[src/gpdb_pkg.sv]
// gpdb_pkg: shared codes and types of the gpio debounce and output probe block
// action codes, event codes, register indexes, result and per-pin state records
// no dependencies
package gpdb_pkg;

    // input action codes
    typedef enum logic [2:0] {
        ACT_TICK    = 3'd0,
        ACT_CAPTURE = 3'd1,
        ACT_PROBE   = 3'd2,
        ACT_SET     = 3'd3,
        ACT_RELEASE = 3'd4,
        ACT_PING    = 3'd5,
        ACT_REPORT  = 3'd6
    } t_action;

    // result event codes
    typedef enum logic [3:0] {
        EV_NONE     = 4'd0,
        EV_CHANGED  = 4'd1,
        EV_PSTART   = 4'd2,
        EV_BAD_PIN  = 4'd3,
        EV_PDONE    = 4'd4,
        EV_SET      = 4'd5,
        EV_RELEASED = 4'd6,
        EV_PONG     = 4'd7,
        EV_REPORTED = 4'd8
    } t_event;

    // configuration register indexes
    localparam logic [1:0] CFG_SCAN_EN    = 2'd0;
    localparam logic [1:0] CFG_SAMPLE_INT = 2'd1;
    localparam logic [1:0] CFG_TOGGLE_INT = 2'd2;
    localparam logic [1:0] CFG_TOGGLE_LIM = 2'd3;

    // repeat count thresholds
    localparam logic [1:0] REP_MAX    = 2'd3;
    localparam logic [1:0] REP_COMMIT = 2'd2;
    localparam logic [1:0] REP_FIRST  = 2'd1;

    // one result transaction
    typedef struct packed {
        logic [3:0] ev;
        logic [3:0] pin;
        logic       lvl;
        logic       last;
        logic [7:0] stable;
        logic [7:0] drv_en;
        logic [7:0] drv_val;
    } t_result;

    // debounce state of one pin
    typedef struct packed {
        logic       last;
        logic [1:0] rep;
        logic       stable;
    } t_pin_state;

endpackage

[src/gpio_debounce_and_output_probe.sv]
// gpio_debounce_and_output_probe: top level, sequencer, pin state and timers
// depends on gpdb_pkg, gpdb_debounce_unit, gpdb_out_reg
//
// channel   direction  handshake            payload
// input     in         i_valid / o_ready    i_action i_pin i_level i_active_high i_pin_levels
// result    out        o_valid / i_ready    o_event_res o_event_pin o_event_level o_last
//                                           o_stable_bits o_drive_enable o_drive_value
// config    in         i_cfg_we             i_cfg_idx i_cfg_data
//
// a sampling tick first passes the pins through the debounce unit, one pin per cycle,
// then the result scan visits one pin per cycle while no changed pin waits for the output
// stage; other ticks skip the debounce pass; every other action emits one result from S_ONE
// o_ready is high only while the sequencer is idle; a result stall holds the scan
// reset (synchronous, active low) sets the non-payload registers to their documented values
module gpio_debounce_and_output_probe #(
    parameter int NUM_PINS = 8
) (
    input  logic        i_clk,
    input  logic        i_rst_n,
    // input transactions
    input  logic        i_valid,
    output logic        o_ready,
    input  logic [2:0]  i_action,
    input  logic [3:0]  i_pin,
    input  logic        i_level,
    input  logic        i_active_high,
    input  logic [7:0]  i_pin_levels,
    // result transactions
    output logic        o_valid,
    input  logic        i_ready,
    output logic [3:0]  o_event_res,
    output logic [3:0]  o_event_pin,
    output logic        o_event_level,
    output logic        o_last,
    output logic [7:0]  o_stable_bits,
    output logic [7:0]  o_drive_enable,
    output logic [7:0]  o_drive_value,
    // configuration writes
    input  logic        i_cfg_we,
    input  logic [1:0]  i_cfg_idx,
    input  logic [15:0] i_cfg_data
);
    import gpdb_pkg::*;

    localparam int         PIN_COUNT = (NUM_PINS < 8) ? NUM_PINS : 8;
    localparam logic [7:0] PIN_MASK  = 8'((1 << PIN_COUNT) - 1);
    localparam logic [2:0] IDX_END   = 3'(PIN_COUNT - 1);

    typedef enum logic [6:0] {
        S_IDLE   = 7'b0000001,
        S_TICK   = 7'b0000010,
        S_SAMPLE = 7'b0000100,
        S_PROBE  = 7'b0001000,
        S_EMIT   = 7'b0010000,
        S_DONE   = 7'b0100000,
        S_ONE    = 7'b1000000
    } t_state;

    // configuration
    logic        r_scan_en;
    logic [15:0] r_sample_int;
    logic [15:0] r_toggle_int;
    logic [7:0]  r_toggle_lim;

    // architectural state
    logic [7:0]  r_stable, n_stable;
    logic [7:0]  r_last, n_last;
    logic [1:0]  r_rep [8];
    logic [1:0]  n_rep [8];
    logic [15:0] r_sample_timer, n_sample_timer;
    logic        r_probe_busy, n_probe_busy;
    logic [2:0]  r_probe_pin, n_probe_pin;
    logic        r_probe_phase, n_probe_phase;
    logic        r_probe_pol, n_probe_pol;
    logic [7:0]  r_toggles, n_toggles;
    logic [15:0] r_probe_timer, n_probe_timer;
    logic [7:0]  r_out_en, n_out_en;
    logic [7:0]  r_out_val, n_out_val;

    // sequencer
    t_state      r_state, n_state;
    logic [2:0]  r_idx, n_idx;
    logic [7:0]  r_chg, n_chg;
    logic        r_pdone, n_pdone;
    logic [2:0]  r_done_pin, n_done_pin;

    // item and single-event payload
    logic [7:0]  r_levels;
    logic [3:0]  r_ev_code, n_ev_code;
    logic [3:0]  r_ev_pin, n_ev_pin;
    logic        r_ev_level, n_ev_level;

    // datapath helpers
    t_pin_state  dbu_cur, dbu_nxt;
    logic        dbu_changed;
    logic [7:0]  probe_mask, pin_mask, rel_en, rel_val;
    logic [7:0]  tmp_en, tmp_val, tmp_chg;
    logic [7:0]  tog_next;
    logic        pin_good, tog_phase, tog_bit;
    logic        ld_valid, out_free, accept;
    t_result     ld_data, out_data;

    assign o_ready = (r_state == S_IDLE);
    assign accept  = i_valid && o_ready;

    // shared debounce unit, fed from the scan index
    assign dbu_cur.last   = r_last[r_idx];
    assign dbu_cur.rep    = r_rep[r_idx];
    assign dbu_cur.stable = r_stable[r_idx];

    gpdb_debounce_unit u_dbu (
        .i_sample  (r_levels[r_idx]),
        .i_cur     (dbu_cur),
        .o_nxt     (dbu_nxt),
        .o_changed (dbu_changed)
    );

    // masks and the drive state after releasing a running probe
    assign probe_mask = 8'd1 << r_probe_pin;
    assign pin_mask   = 8'd1 << i_pin[2:0];
    assign pin_good   = (i_pin < 4'(PIN_COUNT));
    assign rel_en     = r_probe_busy ? (r_out_en & ~probe_mask) : r_out_en;
    assign rel_val    = r_probe_busy ? (r_out_val & ~probe_mask) : r_out_val;
    assign tog_next   = r_toggles + 8'd1;
    assign tog_phase  = ~r_probe_phase;
    assign tog_bit    = r_probe_pol ? tog_phase : ~tog_phase;

    // sequencer and next state
    always_comb begin
        n_state        = r_state;
        n_idx          = r_idx;
        n_chg          = r_chg;
        n_pdone        = r_pdone;
        n_done_pin     = r_done_pin;
        n_stable       = r_stable;
        n_last         = r_last;
        n_rep          = r_rep;
        n_sample_timer = r_sample_timer;
        n_probe_busy   = r_probe_busy;
        n_probe_pin    = r_probe_pin;
        n_probe_phase  = r_probe_phase;
        n_probe_pol    = r_probe_pol;
        n_toggles      = r_toggles;
        n_probe_timer  = r_probe_timer;
        n_out_en       = r_out_en;
        n_out_val      = r_out_val;
        n_ev_code      = r_ev_code;
        n_ev_pin       = r_ev_pin;
        n_ev_level     = r_ev_level;
        tmp_en         = r_out_en;
        tmp_val        = r_out_val;
        tmp_chg        = r_chg;
        ld_valid       = 1'b0;
        ld_data.ev     = EV_NONE;
        ld_data.pin    = 4'd0;
        ld_data.lvl    = 1'b0;
        ld_data.last   = 1'b1;
        ld_data.stable = r_stable;
        ld_data.drv_en = r_out_en;
        ld_data.drv_val = r_out_val;

        unique case (r_state)
            S_IDLE: begin
                if (i_valid) begin
                    n_ev_code  = EV_NONE;
                    n_ev_pin   = 4'd0;
                    n_ev_level = 1'b0;
                    n_state    = S_ONE;
                    case (i_action)
                        ACT_TICK: begin
                            if (r_sample_timer != 16'hFFFF) begin
                                n_sample_timer = r_sample_timer + 16'd1;
                            end
                            if (r_probe_timer != 16'hFFFF) begin
                                n_probe_timer = r_probe_timer + 16'd1;
                            end
                            n_chg   = '0;
                            n_pdone = 1'b0;
                            n_state = S_TICK;
                        end
                        ACT_CAPTURE: begin
                            n_stable = (r_stable & ~PIN_MASK) | (i_pin_levels & PIN_MASK);
                            n_last   = (r_last & ~PIN_MASK) | (i_pin_levels & PIN_MASK);
                            for (int i = 0; i < PIN_COUNT; i++) begin
                                n_rep[i] = 2'd0;
                            end
                        end
                        ACT_PROBE, ACT_SET: begin
                            // any running probe is released first
                            n_probe_busy  = 1'b0;
                            n_probe_phase = 1'b0;
                            n_toggles     = 8'd0;
                            n_out_en      = rel_en;
                            n_out_val     = rel_val;
                            n_ev_pin      = i_pin;
                            if (!pin_good) begin
                                n_ev_code = EV_BAD_PIN;
                            end else if (i_action == ACT_PROBE) begin
                                n_probe_busy  = 1'b1;
                                n_probe_pin   = i_pin[2:0];
                                n_probe_pol   = i_active_high;
                                n_probe_timer = 16'd0;
                                n_out_en      = rel_en | pin_mask;
                                n_out_val     = i_active_high ? (rel_val & ~pin_mask)
                                                              : (rel_val | pin_mask);
                                n_ev_code     = EV_PSTART;
                            end else begin
                                n_out_en   = rel_en | pin_mask;
                                n_out_val  = (i_level ^ ~i_active_high) ? (rel_val | pin_mask)
                                                                        : (rel_val & ~pin_mask);
                                n_ev_code  = EV_SET;
                                n_ev_level = i_level;
                            end
                        end
                        ACT_RELEASE: begin
                            n_probe_busy  = 1'b0;
                            n_probe_phase = 1'b0;
                            n_toggles     = 8'd0;
                            n_out_en      = rel_en;
                            n_out_val     = rel_val;
                            n_ev_code     = EV_RELEASED;
                        end
                        ACT_PING: begin
                            n_ev_code = EV_PONG;
                        end
                        ACT_REPORT: begin
                            n_ev_code = EV_REPORTED;
                        end
                        default: begin
                            n_ev_code = EV_NONE;
                        end
                    endcase
                end
            end
            // decide whether this tick samples
            S_TICK: begin
                n_idx = 3'd0;
                if (r_scan_en && r_sample_timer >= r_sample_int) begin
                    n_sample_timer = 16'd0;
                    n_state        = S_SAMPLE;
                end else begin
                    n_state = S_PROBE;
                end
            end
            // one pin per cycle through the debounce unit
            S_SAMPLE: begin
                if (!(r_probe_busy && r_probe_pin == r_idx)) begin
                    n_out_en[r_idx]  = 1'b0;
                    n_out_val[r_idx] = 1'b0;
                    n_last[r_idx]    = dbu_nxt.last;
                    n_rep[r_idx]     = dbu_nxt.rep;
                    n_stable[r_idx]  = dbu_nxt.stable;
                    n_chg[r_idx]     = dbu_changed;
                end
                if (r_idx == IDX_END) begin
                    n_state = S_PROBE;
                end else begin
                    n_idx = r_idx + 3'd1;
                end
            end
            // probe toggle step
            S_PROBE: begin
                n_idx   = 3'd0;
                n_state = S_EMIT;
                if (r_probe_busy && r_probe_timer >= r_toggle_int) begin
                    n_probe_timer = 16'd0;
                    n_probe_phase = tog_phase;
                    n_toggles     = tog_next;
                    tmp_en        = r_out_en | probe_mask;
                    tmp_val       = tog_bit ? (r_out_val | probe_mask)
                                            : (r_out_val & ~probe_mask);
                    n_out_en      = tmp_en;
                    n_out_val     = tmp_val;
                    if (tog_next >= r_toggle_lim) begin
                        n_out_en      = tmp_en & ~probe_mask;
                        n_out_val     = tmp_val & ~probe_mask;
                        n_probe_busy  = 1'b0;
                        n_probe_phase = 1'b0;
                        n_toggles     = 8'd0;
                        n_probe_pol   = 1'b1;
                        n_done_pin    = r_probe_pin;
                        // a full set of change events leaves no room for this one
                        n_pdone       = (r_chg != 8'hFF);
                    end
                end
            end
            // scan the change mask, one pin per cycle unless a changed pin waits for the output stage
            S_EMIT: begin
                tmp_chg        = r_chg;
                tmp_chg[r_idx] = 1'b0;
                ld_data.ev     = EV_CHANGED;
                ld_data.pin    = {1'b0, r_idx};
                ld_data.lvl    = r_stable[r_idx];
                ld_data.last   = (tmp_chg == 8'd0) && !r_pdone;
                if (!r_chg[r_idx] || out_free) begin
                    if (r_chg[r_idx]) begin
                        ld_valid = 1'b1;
                        n_chg    = tmp_chg;
                    end
                    if (r_idx == IDX_END) begin
                        n_state = S_DONE;
                    end else begin
                        n_idx = r_idx + 3'd1;
                    end
                end
            end
            // trailing probe done event
            S_DONE: begin
                ld_data.ev  = EV_PDONE;
                ld_data.pin = {1'b0, r_done_pin};
                if (!r_pdone) begin
                    n_state = S_IDLE;
                end else if (out_free) begin
                    ld_valid = 1'b1;
                    n_pdone  = 1'b0;
                    n_state  = S_IDLE;
                end
            end
            // single result of a non-tick action
            S_ONE: begin
                ld_data.ev  = r_ev_code;
                ld_data.pin = r_ev_pin;
                ld_data.lvl = r_ev_level;
                if (out_free) begin
                    ld_valid = 1'b1;
                    n_state  = S_IDLE;
                end
            end
            default: begin
                n_state = S_IDLE;
            end
        endcase
    end

    // control and architectural state
    always_ff @(posedge i_clk) begin
        if (!i_rst_n) begin
            r_state        <= S_IDLE;
            r_idx          <= 3'd0;
            r_chg          <= 8'd0;
            r_pdone        <= 1'b0;
            r_done_pin     <= 3'd0;
            r_stable       <= 8'd0;
            r_last         <= 8'd0;
            r_rep          <= '{default: 2'd0};
            r_sample_timer <= 16'd0;
            r_probe_busy   <= 1'b0;
            r_probe_pin    <= 3'd0;
            r_probe_phase  <= 1'b0;
            r_probe_pol    <= 1'b1;
            r_toggles      <= 8'd0;
            r_probe_timer  <= 16'd0;
            r_out_en       <= 8'd0;
            r_out_val      <= 8'd0;
        end else begin
            r_state        <= n_state;
            r_idx          <= n_idx;
            r_chg          <= n_chg;
            r_pdone        <= n_pdone;
            r_done_pin     <= n_done_pin;
            r_stable       <= n_stable;
            r_last         <= n_last;
            r_rep          <= n_rep;
            r_sample_timer <= n_sample_timer;
            r_probe_busy   <= n_probe_busy;
            r_probe_pin    <= n_probe_pin;
            r_probe_phase  <= n_probe_phase;
            r_probe_pol    <= n_probe_pol;
            r_toggles      <= n_toggles;
            r_probe_timer  <= n_probe_timer;
            r_out_en       <= n_out_en;
            r_out_val      <= n_out_val;
        end
    end

    // item payload and single-event fields
    always_ff @(posedge i_clk) begin
        if (accept) begin
            r_levels <= i_pin_levels;
        end
        r_ev_code  <= n_ev_code;
        r_ev_pin   <= n_ev_pin;
        r_ev_level <= n_ev_level;
    end

    // configuration registers
    always_ff @(posedge i_clk) begin
        if (!i_rst_n) begin
            r_scan_en    <= 1'b1;
            r_sample_int <= 16'd20;
            r_toggle_int <= 16'd500;
            r_toggle_lim <= 8'd10;
        end else if (i_cfg_we) begin
            unique case (i_cfg_idx)
                CFG_SCAN_EN:    r_scan_en    <= i_cfg_data[0];
                CFG_SAMPLE_INT: r_sample_int <= i_cfg_data;
                CFG_TOGGLE_INT: r_toggle_int <= i_cfg_data;
                CFG_TOGGLE_LIM: r_toggle_lim <= i_cfg_data[7:0];
                default:        r_scan_en    <= r_scan_en;
            endcase
        end
    end

    // result output stage
    gpdb_out_reg u_out (
        .i_clk   (i_clk),
        .i_rst_n (i_rst_n),
        .i_load  (ld_valid),
        .i_data  (ld_data),
        .o_free  (out_free),
        .o_valid (o_valid),
        .i_ready (i_ready),
        .o_data  (out_data)
    );

    assign o_event_res    = out_data.ev;
    assign o_event_pin    = out_data.pin;
    assign o_event_level  = out_data.lvl;
    assign o_last         = out_data.last;
    assign o_stable_bits  = out_data.stable;
    assign o_drive_enable = out_data.drv_en;
    assign o_drive_value  = out_data.drv_val;

    // a running probe always drives its pin
    a_probe_driven: assert property (@(posedge i_clk) disable iff (!i_rst_n)
        r_probe_busy |-> r_out_en[r_probe_pin])
        else $error("probe running on an undriven pin");

    // pins beyond the bank never hold a stable level or a drive
    a_bank_limit: assert property (@(posedge i_clk) disable iff (!i_rst_n)
        ((r_stable | r_out_en | r_out_val) & ~PIN_MASK) == 8'd0)
        else $error("state set on a pin outside the bank");

    // an accepted transaction keeps the sequencer busy in the next cycle
    a_busy_after_accept: assert property (@(posedge i_clk) disable iff (!i_rst_n)
        accept |=> !o_ready)
        else $error("input accepted in consecutive cycles");

    // the output stage is loaded only when it has room
    a_load_free: assert property (@(posedge i_clk) disable iff (!i_rst_n)
        ld_valid |-> out_free)
        else $error("result loaded into a full output stage");

endmodule

[src/gpdb_debounce_unit.sv]
// gpdb_debounce_unit: shared debounce step, applied to one pin per cycle
// depends on gpdb_pkg
module gpdb_debounce_unit (
    input  logic                  i_sample,
    input  gpdb_pkg::t_pin_state  i_cur,
    output gpdb_pkg::t_pin_state  o_nxt,
    output logic                  o_changed
);
    import gpdb_pkg::*;

    always_comb begin
        o_nxt     = i_cur;
        o_changed = 1'b0;
        // repeat count, saturating, restarts on a new level
        if (i_sample == i_cur.last) begin
            if (i_cur.rep < REP_MAX) begin
                o_nxt.rep = i_cur.rep + 2'd1;
            end
        end else begin
            o_nxt.last = i_sample;
            o_nxt.rep  = REP_FIRST;
        end
        // commit a new stable level
        if (o_nxt.rep >= REP_COMMIT && i_cur.stable != o_nxt.last) begin
            o_nxt.stable = o_nxt.last;
            o_changed    = 1'b1;
        end
    end

endmodule

[src/gpdb_out_reg.sv]
// gpdb_out_reg: output register stage for result transactions
// depends on gpdb_pkg
module gpdb_out_reg (
    input  logic               i_clk,
    input  logic               i_rst_n,
    input  logic               i_load,
    input  gpdb_pkg::t_result  i_data,
    output logic               o_free,
    output logic               o_valid,
    input  logic               i_ready,
    output gpdb_pkg::t_result  o_data
);
    import gpdb_pkg::*;

    logic    r_valid;
    t_result r_data;

    assign o_free  = !r_valid || i_ready;
    assign o_valid = r_valid;
    assign o_data  = r_data;

    // valid flag
    always_ff @(posedge i_clk) begin
        if (!i_rst_n) begin
            r_valid <= 1'b0;
        end else if (o_free) begin
            r_valid <= i_load;
        end
    end

    // payload
    always_ff @(posedge i_clk) begin
        if (o_free && i_load) begin
            r_data <= i_data;
        end
    end

endmodule

[config.mk]
export PLATFORM = sky130hd
export DESIGN_NAME = gpio_debounce_and_output_probe
export DESIGN_NICKNAME = d
export VERILOG_FILES = /design/src/gpdb_pkg.sv /design/src/gpio_debounce_and_output_probe.sv /design/src/gpdb_debounce_unit.sv /design/src/gpdb_out_reg.sv
export SDC_FILE = /design/constraint.sdc
export NUM_CORES = 1
export LEC_CHECK = 0
export BUFFER_PORTS_ARGS = -buffer_cell sky130_fd_sc_hd__buf_2
export CAP_MARGIN = 20
export CORE_MARGIN = 3
export CORE_UTILIZATION = 40
export DETAILED_ROUTE_END_ITERATION = 10
export PLACE_DENSITY = 0.58
export SYNTH_ARGS = -nofsm -noshare
export SYNTH_HDL_FRONTEND = slang
export SYNTH_SLANG_ARGS = --single-unit
export TNS_END_PERCENT = 50
[constraint.sdc]
create_clock -name i_clk -period 9.9 [get_ports i_clk]
set_input_delay 0.495 -clock i_clk [delete_from_list [all_inputs] [get_ports i_clk]]
set_output_delay 0.495 -clock i_clk [all_outputs]
set_load 0.005 [all_outputs]
; ---- Word level (Yosys, flattened, before mapping)
; Cells that the tools add are included.
[word_totals]
ff_bits = 209
latchBits = 0
ramBits = 0
romBits = 0
input_bits = 40
output_inout_bits = 36
wordCells = 294
n_memories = 0
[op_classes]
addsub = 5
mul = 0
div_mod_pow = 0
order_cmp = 10
n_eq_ne = 44
shifts = 2
n_mux = 126
bitwise = 21
reduce_logical = 46
[op_table]
columns = cell, n
row1 = 2-to-1 mux 8 bit, 29
row2 = 2-to-1 mux 16 bit, 12
row3 = one-hot mux 16 bit (2 select lines), 4
row4 = one-hot mux 8 bit (3 select lines), 4
row5 = one-hot mux 8 bit (2 select lines), 5
row6 = bitwise AND 8 bit, 8
row7 = 2-to-1 mux 7 bit, 7
row8 = one-hot mux 7 bit (7 select lines), 1
row9 = 2-to-1 mux 1 bit, 34
row10 = "adder 16 x 1 -> 16 bit, second input constant", 2
row11 = greater-or-equal comparator 16 bit, 2
row12 = "!= test 16 bit, second input constant", 2
row13 = OR 8 bit, 4
row14 = AND reduction 5 bit, 5
row15 = bitwise mux 8 bit, 3
row16 = NOT 8 bit, 3
row17 = "!= test 2 bit, second input constant", 10
row18 = bitwise mux 16 bit, 1
row19 = one-hot mux 4 bit (4 select lines), 1
row20 = "left shift 1 x 3 -> 8 bit, first input constant", 2
row21 = AND reduction 7 bit, 2
row22 = binary-select mux 1 bit (select 3 bit), 4
row23 = "== test 3 bit, second input constant", 4
row24 = 2-to-1 mux 3 bit, 4
row25 = other kinds (54), 101

; ---- Logic depth before layout (Yosys ltp)
; Gate-level depths: netlist of run 1.
[depth]
ltp_word = 13
ltp_mapped = 14

; ---- By module
; Synthesis of run 1 repeated with hierarchy kept, for this count alone.
[hier_totals]
cells_unflattened = 1313
area_unflattened_um2 = 11292.1
[modules_own_cells]
columns = mod, n_inst, cells_per_inst, area_per_inst_um2, seq_area_each_um2
row1 = gpio_debounce_and_output_probe, 1, 1263, 10129.7, 3653.5
row2 = gpdb_out_reg, 1, 39, 1078.5, 1041.0
row3 = gpdb_debounce_unit, 1, 11, 83.8, 0.0

; ---- Worst setup path after synthesis of run 1
; OpenSTA, ideal clock, no wires.
[synth_timing]
path_kind = register to register
start = reg r_state[0]
end = reg u_out.r_data (netlist bit u_out.o_data[0]) (enable)
setup_time_ps = 425
arrival_ps = 3031
t_required_ps = 9475
setup_slack_ps = 6443
path_stages_with_launch = 6
n_path_buf = 1
period_less_slack_ps = 3457
path_cell_list = dfxtp_1 buf_2 or3_1 nor4_2 a211oi_1 nor2_1
[synth_between]
elab_chain_cells = 3
elab_cells_between_ends = 5
cone_classes = eq/ne: 3 / mux: 1 / reduce/logical: 1
[synth_lines]
columns = element, line_no
row1 = from (decl), gpio_debounce_and_output_probe.sv:81  ; t_state r_state, n_state;
row2 = from (signal assigned), gpio_debounce_and_output_probe.sv:356  ; r_state <= n_state;
row3 = "== test 7 bit, or another cell as far along", gpio_debounce_and_output_probe.sv:162  ; unique case (r_state)
row4 = one-hot mux 1 bit (3 select lines) *, gpio_debounce_and_output_probe.sv:162
row5 = logical AND 1 bit *, gpdb_out_reg.sv:33  ; if (o_free && i_load) begin
row6 = to (signal assigned), gpdb_out_reg.sv:34  ; r_data <= i_data;
row7 = to (decl), gpdb_out_reg.sv:16  ; t_result r_data;
; Mark *: on every way between the ends. The rest lies on a longest branch, timed or not.
; A chain may end at the register's enable or synchronous reset.

; ---- Final worst setup path of run 1
[layout_timing]
start = reg r_idx[0]
end = reg r_chg[4]
[layout_between]
elab_chain_cells = 13
elab_cells_between_ends = 42
cone_classes = add/sub: 1 / order compare: 4 / eq/ne: 6 / mux: 22 / bitwise: 3 / reduce/logical: 6
[layout_lines]
columns = element, line_no
row1 = from (decl), gpio_debounce_and_output_probe.sv:82  ; logic [2:0] r_idx, n_idx;
row2 = from (signal assigned), gpio_debounce_and_output_probe.sv:357  ; r_idx <= n_idx;
row3 = NOT 3 -> 4 bit (not written as such), gpio_debounce_and_output_probe.sv:108  ; assign dbu_cur.rep = r_rep[r_idx];
row4 = binary-select mux 2 bit (select 3 bit), gpio_debounce_and_output_probe.sv:108
row5 = 2-to-1 mux 2 bit (not written as such) (2 in a row), gpio_debounce_and_output_probe.sv:108
row6 = adder 2 x 1 -> 2 bit or < comparator 2 bit (tied branches), "gpdb_debounce_unit.sv:17, gpdb_debounce_unit.sv:16"
row7 = 2-to-1 mux 2 bit, gpdb_debounce_unit.sv:16  ; if (i_cur.rep < REP_MAX) begin
row8 = 2-to-1 mux 2 bit, gpdb_debounce_unit.sv:15  ; if (i_sample == i_cur.last) begin
row9 = greater-or-equal comparator 2 bit, gpdb_debounce_unit.sv:24  ; if (o_nxt.rep >= REP_COMMIT && i_cur.stable != o_nxt.last) begin
row10 = logical AND 1 bit, gpdb_debounce_unit.sv:24
row11 = 2-to-1 mux 1 bit, gpdb_debounce_unit.sv:24
row12 = bitwise mux 8 bit, gpio_debounce_and_output_probe.sv:253  ; n_chg[r_idx] = dbu_changed;
row13 = 2-to-1 mux 8 bit, gpio_debounce_and_output_probe.sv:247  ; if (!(r_probe_busy && r_probe_pin == r_idx)) begin
row14 = one-hot mux 8 bit (3 select lines), gpio_debounce_and_output_probe.sv:162
row15 = to (signal assigned), gpio_debounce_and_output_probe.sv:358  ; r_chg <= n_chg;
row16 = to (decl), gpio_debounce_and_output_probe.sv:83  ; logic [7:0] r_chg, n_chg;
; Parallel ways exist; a longest one is shown, timed or not. The select of a mux whose other input is x is not followed.

==> results of run 1 <==
[power groups by stage]
| stage | clock network (uW) | logic (uW) | registers [uW] |
|---|---|---|---|
| after floorplan | 0 | 142 | 951 |
| after global placement | 0 | 200 | 962 |
| after detailed placement | 0 | 202 | 961 |
| after CTS | 950 | 203 | 943 |
| after global routing | 981 | 227 | 947 |
| final | 926 | 205 | 943 |
[flip-flops by register name, indices dropped and copies added, names as in the netlist, 16 cells and up]
name and count:
r_probe_timer 16, r_rep 16, r_sample_int 16, r_sample_timer 16, r_toggle_int 16, u_out.o_data 34
[synth_stat cells (11+ instances only)]
cell	count	area [um^2]
a22oi_1	18	135
buf_2	14	70.1
nand2b_1	19	119
a21oi_1	121	606
nand2_1	198	743
nor3_1	24	120
o31ai_1	14	105
inv_1	59	221
nand3_1	46	230
nor2_1	88	330
nor2b_1	18	113
dfxtp_1	158	3160
edfxtp_1	51	1530
ha_1	45	563
o21ai_0	52	260
a31oi_1	32	200
nand4_1	16	100
and3_1	13	81.3
mux2i_1	23	230
o22ai_1	16	100
clkbuf_1	56	210
a211oi_1	11	82.6
o211ai_1	28	210
and2_1	19	119
[worst max-delay path, cell delays in order (launching register included)]
cell and delay (ps):
dfxtp_1 950, nor2b_1 240, and2_1 400, a22oi_1 870, xor2_1 260, nor3_4 460
nand3_2 270, o22ai_1 230
[area by class of cell]
class | instances | area [um^2]
Inverter | 61 | 229
Fill cell | 2706 | 14600
Timing Repair Buffer | 90 | 500
Clock inverter | 11 | 135
Clock buffer | 34 | 689
Multi-Input combinational cell | 972 | 5960
Sequential cell | 209 | 4690
Tap cell | 372 | 465
[logic make-up after synthesis]
family	Yosys count	share of synthesized area
simple gates	511	0.225
compound gates	378	0.221
flops	209	0.419
buf+inv	141	0.0515
fa+ha+maj	45	0.0502
mux	25	0.0236
xor+xnor	13	0.0102
[worst min-delay path by stage]
stage	start	to	cells past startpoint
4_1_cts	i_pin_levels[2]	r_levels[2]$_DFFE_PP_	1
3_3_place_gp	r_out_en[3]$_SDFFE_PN0P_	u_out.o_data[11]$_DFFE_PP_	0
6_report	i_pin_levels[2]	r_levels[2]$_DFFE_PP_	1
2_1_floorplan	r_out_en[3]$_SDFFE_PN0P_	u_out.o_data[11]$_DFFE_PP_	0
3_5_place_dp	r_out_en[7]$_SDFFE_PN0P_	u_out.o_data[15]$_DFFE_PP_	0
5_1_grt	i_pin_levels[2]	r_levels[2]$_DFFE_PP_	1
[layer usage]
layer	track usage	wire length (um)
met1	0.297	15100
met2	0.330	14400
met3	0.0315	2000
met4	0.0676	1090
met5	0	0
[stage by stage]
stage | instance area [um^2] | cells | setup slack (ps) | total power [uW] | utilization
floorplan | 11200 | 1322 | 6440 | 1090 | -
global placement | 11800 | 1703 | 6330 | 1160 | 0.434
detailed placement | 11800 | 1703 | 6230 | 1160 | 0.434
CTS | 12700 | 1748 | 6190 | 2100 | 0.464
global route | 12700 | 1749 | 5780 | 2160 | 0.465
finish | 12700 | 1749 | 6100 | 2070 | 0.465
==> results.json, run 1 <==
{
  "status": "finished clean",
  "vias": 10000,
  "cts_tree": "done",
  "fin_tns_setup_ps": 0,
  "comb_power_share": 0.099,
  "hold_violations": 0,
  "fin_skew_ps": 28.1,
  "antenna_left": 0,
  "ys_seq_elements": 209,
  "num_antenna_cells": 0,
  "period_minus_slack_ps": 3800,
  "grt_pass1_wl_um": 52200,
  "syn_avg_cell_area_um2": 8.48,
  "cts_hold_buf": 0,
  "p_leak_uw": 0.00460,
  "start_util": 0.411,
  "gr-usage-all-layers": 0.210,
  "relSlewSlack": 0.294,
  "r2r_slack_ps": 6100,
  "p_sw_frac": 0.253,
  "clkPwrFrac": 0.446,
  "clockRootBuffer": "clkbuf_16",
  "power_switching_uw": 526,
  "fmax_mhz": 263,
  "crit_start": "r_idx[0]$_SDFFE_PN0P_",
  "grt_overflow": 0,
  "syn-cell-area_um2": 11200,
  "reg2reg_from": "r_idx[0]$_SDFFE_PN0P_",
  "drc": 0,
  "row_count": 60,
  "final_layout_size_suffix_gt1_frac": 0.124,
  "avgViaCountPerCell": 5.74,
  "cp_data_required_time_ps": 10340,
  "start_kind": "flop",
  "finalWeightedCongestion": 0.918,
  "cap_viol_max_count": 0,
  "dr.pass1.iters": 5,
  "pin_count": 76,
  "syn_inst": 1322,
  "yosysSeqAreaShare": 0.419,
  "wl_per_cell_um": 18.7,
  "postSynth.asyncResetShare": 0,
  "seqPwrFrac": 0.455,
  "core_um2": 27300,
  "crit_path_max_fanout": 26,
  "die_area_um2": 30100,
  "hold_path_class": "in2reg",
  "final_cell_mix": "nand2_1, dfxtp_1, a21oi_1",
  "synth-main-ff-cell": "dfxtp_1",
  "die_w_um": 173,
  "end_kind": "flop",
  "numCtsBuffers": 25,
  "postCtsSetupBuffers": 0,
  "drv_slew": 0,
  "port_buffers": 75,
  "r2r_end": "r_chg[4]$_SDFFE_PN0P_",
  "yosys_warnings": 0,
  "path_clk_slew_ps": 60,
  "peakVddDrop_uv": 129,
  "final_common_cell": "nand2_1",
  "worstRegToRegCells": 7,
  "worstMarginPinSlew_ps": 1060,
  "final_nets": 1444,
  "cts_num_sinks": 209,
  "first_global_vias": 9479,
  "clk_path_buf_depth": 3,
  "post-route-period-util": 0.383,
  "critPathKind": "reg2reg",
  "setup_viol": 0,
  "synth_nets": 1407,
  "rsz0062_at_grt": "false",
  "grt_max_degree": 68,
  "htree_levels": 1,
  "wl_um": 32700,
  "powerDensity_nw_per_um2": 164,
  "area_growth_pct": 13.0,
  "synth_edf_count": 51,
  "holdWs_ps": 174,
  "arrival_ps": 4240,
  "hpwl_um": 23100,
  "synth.distinct_cells": 83,
  "die_h_um": 173,
  "cts_resized": 0,
  "internal-power_uw": 1550,
  "clk_latency_ps": 540,
  "drt-initial-drc-count": 888,
  "antenna_found_initial": 0,
  "crit_path_end": "r_chg[4]$_SDFFE_PN0P_"
}
Note: power is estimated with default switching activity, not from simulation.
==> run 2: changes to the inputs <==
--- a/config.mk
+++ b/config.mk
@@ -5,12 +5,13 @@
 export SDC_FILE = /design/constraint.sdc
 export NUM_CORES = 1
 export LEC_CHECK = 0
+export ABC_AREA = 1
 export BUFFER_PORTS_ARGS = -buffer_cell sky130_fd_sc_hd__buf_2
 export CAP_MARGIN = 20
 export CORE_MARGIN = 3
 export CORE_UTILIZATION = 40
 export DETAILED_ROUTE_END_ITERATION = 10
-export PLACE_DENSITY = 0.58
+export PLACE_DENSITY = 0.57
 export SYNTH_ARGS = -nofsm -noshare
 export SYNTH_HDL_FRONTEND = slang
 export SYNTH_SLANG_ARGS = --single-unit
==> constraint.sdc (replaced) <==
create_clock -name i_clk -period 3.8 [get_ports i_clk]
set_input_delay 0.19 -clock i_clk [delete_from_list [all_inputs] [get_ports i_clk]]
set_output_delay 0.19 -clock i_clk [all_outputs]
set_load 0.005 [all_outputs]
==> run 2 against run 1 <==
Compared with the run above: sequential power rose to 2.9 times the previous value; total power grew to 3.3 times the previous value; design area up 11%; synthesized cell count is 34% higher; clock-buffer cell count rose by 7; area after synthesis up 11%.
==> results.json, run 2 <==
{
  "die_w_um": 182,
  "postCtsSetupBuffers": 0,
  "dr.pass1.iters": 5,
  "syn_avg_cell_area_um2": 6.98,
  "final_layout_size_suffix_gt1_frac": 0.108,
  "drt-initial-drc-count": 757,
  "core_um2": 30100,
  "fmax_mhz": 344,
  "synth-main-ff-cell": "dfxtp_1",
  "clk_latency_ps": 530,
  "drc": 0,
  "powerDensity_nw_per_um2": 492,
  "synth.distinct_cells": 57,
  "syn-cell-area_um2": 12400,
  "start_kind": "flop",
  "period_minus_slack_ps": 2900,
  "post-route-util": 0.465,
  "final_cell_mix": "nand2_1, inv_1, nor2_1",
  "grt_overflow": 0,
  "ys_seq_elements": 209,
  "wl_per_cell_um": 15.3,
  "cts_tree": "done",
  "antenna_found_initial": 2,
  "postSynth.asyncResetShare": 0,
  "critical-path-max-stage-delay_ps": 360,
  "synth_area_leaders": "dfxtp_1, nand2_1, edfxtp_1",
  "area_growth_pct": 12.9,
  "fin_tns_setup_ps": 0,
  "port_buffers": 75,
  "hold_path_class": "in2reg",
  "end_kind": "flop",
  "numCtsBuffers": 26,
  "cap_viol_max_count": 0,
  "synth_edf_count": 51,
  "setup_viol": 0,
  "path_delay_family": "simple AND/OR/NAND/NOR gates",
  "hold_violations": 0,
  "post_dp_cell_area_um2": 12900,
  "yosys_warnings": 0,
  "avgViaCountPerCell": 5.14,
  "drv_slew": 0,
  "multi_input_area_um2": 6420,
  "cts_num_sinks": 209,
  "die_area_um2": 33200,
  "synth_nets": 1862,
  "crit_chain": "inv_1, nor3_1, nand3_1, nor2_1, nand3_1, nand2_1, inv_1, ha_1, a21oi_1, o21a_1, nand2_1, buf_4, nand2_1, nand3_1, nand3_1, nor2_1, nor2_1",
  "rsz0062_at_grt": "false",
  "htree_levels": 1,
  "ys_top_cells_by_count": "nand2_1, inv_1, nor2_1",
  "finalWeightedCongestion": 0.890,
  "grt_pass1_wl_um": 56400,
  "slowest_stage": "dfxtp_1",
  "cp_data_required_time_ps": 4260,
  "yosysSeqAreaShare": 0.378,
  "critPathKind": "reg2reg",
  "post-route-period-util": 0.764,
  "relSlewSlack": 0.300,
  "num_antenna_cells": 0,
  "cp_common_cell": "nand3_1",
  "vias": 11600,
  "syn_inst": 1777,
  "status": "finished clean",
  "num-fill-cells": 3125,
  "first_global_vias": 10900,
  "clockRootBuffer": "clkbuf_16",
  "peakVddDrop_uv": 309,
  "path_clk_slew_ps": 60,
  "gr-usage-all-layers": 0.204,
  "wl_um": 34500,
  "final_common_cell": "nand2_1",
  "die_h_um": 182,
  "crit_path_max_fanout": 11,
  "p_leak_uw": 0.00622,
  "fin_skew_ps": 17.7,
  "path_buf_inv": 3,
  "row_count": 63,
  "arrival_ps": 3370,
  "grt_max_degree": 65,
  "hpwl_um": 24100,
  "antenna_left": 0,
  "synth.most_common_cell": "nand2_1",
  "pin_count": 76,
  "fin_ws_ps": 896,
  "clk_path_buf_depth": 3,
  "synth_top_cell_area_share": 0.255,
  "start_util": 0.412,
  "worstMarginPinSlew_ps": 1050,
  "final_area_um2": 14000,
  "regArea_um2": 4690,
  "largest_register_ff_count": 34,
  "numPlacedInstances": 2190,
  "yosys.area.top_type": "dfxtp_1",
  "final_nets": 1940,
  "dp_slack_ps": 910,
  "finalNonFillerCells": 2261
}
## run 2: changes by cell type after synthesis, sizes merged, moves of 20 or more
| cell | before | now |
|---|---|---|
| inv | 60 | 210 |
| clkbuf | 56 | 26 |
| a21oi | 122 | 162 |
| mux2i | 23 | 0 |
| and2 | 20 | 0 |
| nor2 | 89 | 199 |
| o21ai | 56 | 84 |
| a31oi | 32 | 0 |
| nand3 | 48 | 156 |
| nand4 | 16 | 47 |
| nand2 | 198 | 514 |
## run 2: path summary, 6_finish.rpt
| kind | startpoint | to | slack, ps | cells after the start |
|---|---|---|---|---|
| worst max-delay path | r_toggles[2]$_SDFFE_PN0P_ | r_out_val[0]$_SDFFE_PN0P_ | 900 | 17 |
| worst min register to register | r_stable[0]$_SDFFE_PN0P_ | u_out.o_data[16]$_DFFE_PP_ | 450 | 0 |
| worst min-delay path | i_cfg_data[0] | r_sample_int[0]$_SDFFE_PN0P_ | 30 | 3 |
| worst max register to register | r_toggles[2]$_SDFFE_PN0P_ | r_out_val[0]$_SDFFE_PN0P_ | 900 | 17 |
## run 2: worst min-delay path: cells and delay by family
| family | cells | cell delay (ps) |
|---|---|---|
| simple gates | 2 | 160 |
| buf+inv | 1 | 160 |
## run 2: area by class of cell
| cell class | instances | area share |
|---|---|---|
| clock buffer | 41 | 0.0570 |
| sequential | 209 | 0.335 |
| timing repair buffer | 117 | 0.0550 |
| inverter | 214 | 0.0586 |
| multi-input combinational | 1287 | 0.458 |
| tap | 390 | 0.0348 |
| clock inverter | 3 | 0.00134 |
## run 2: routing by layer
layer / global-route usage / vias up / part of all wire
met5: 0 / - / 0.00078
met4: 0.0457 / 4 / 0.017
met3: 0.0283 / 46 / 0.050
met2: 0.331 / 261 / 0.44
met1: 0.291 / 5362 / 0.49
li1: - / 5957 / -
## run 2: metrics by stage
stage                     hold slack (ps)  total power [uW]
final                                31.8              6900
after detailed placement              394              4540
after global routing                 28.1              7370
after CTS                            2.36              6970
after floorplan                       289              4150
after global placement                388              4510
## run 2: timing repair
item	CTS	global route
hold endpoints to repair	33	1
hold buffers	26	1
resized for setup	0	0
## run 2: kinds of logic (layout without fill, tap and decap cells)
logic type | Yosys count | after routing | share of synthesized area
DFF | 209 | 209 | 0.378
and+or+nand+nor | 953 | 953 | 0.341
buffers and inverters | 281 | 375 | 0.105
AOI/OAI and AO/OA | 272 | 272 | 0.117
adders and majority gates | 45 | 45 | 0.0454
xor gates and xnor gates | 17 | 17 | 0.0126
## run 2: report_power, final
group | internal (uW) | switching (uW) | total (uW)
Combinational | 639 | 1140 | 1780
Clock | 1430 | 951 | 2380
Sequential | 2530 | 216 | 2740
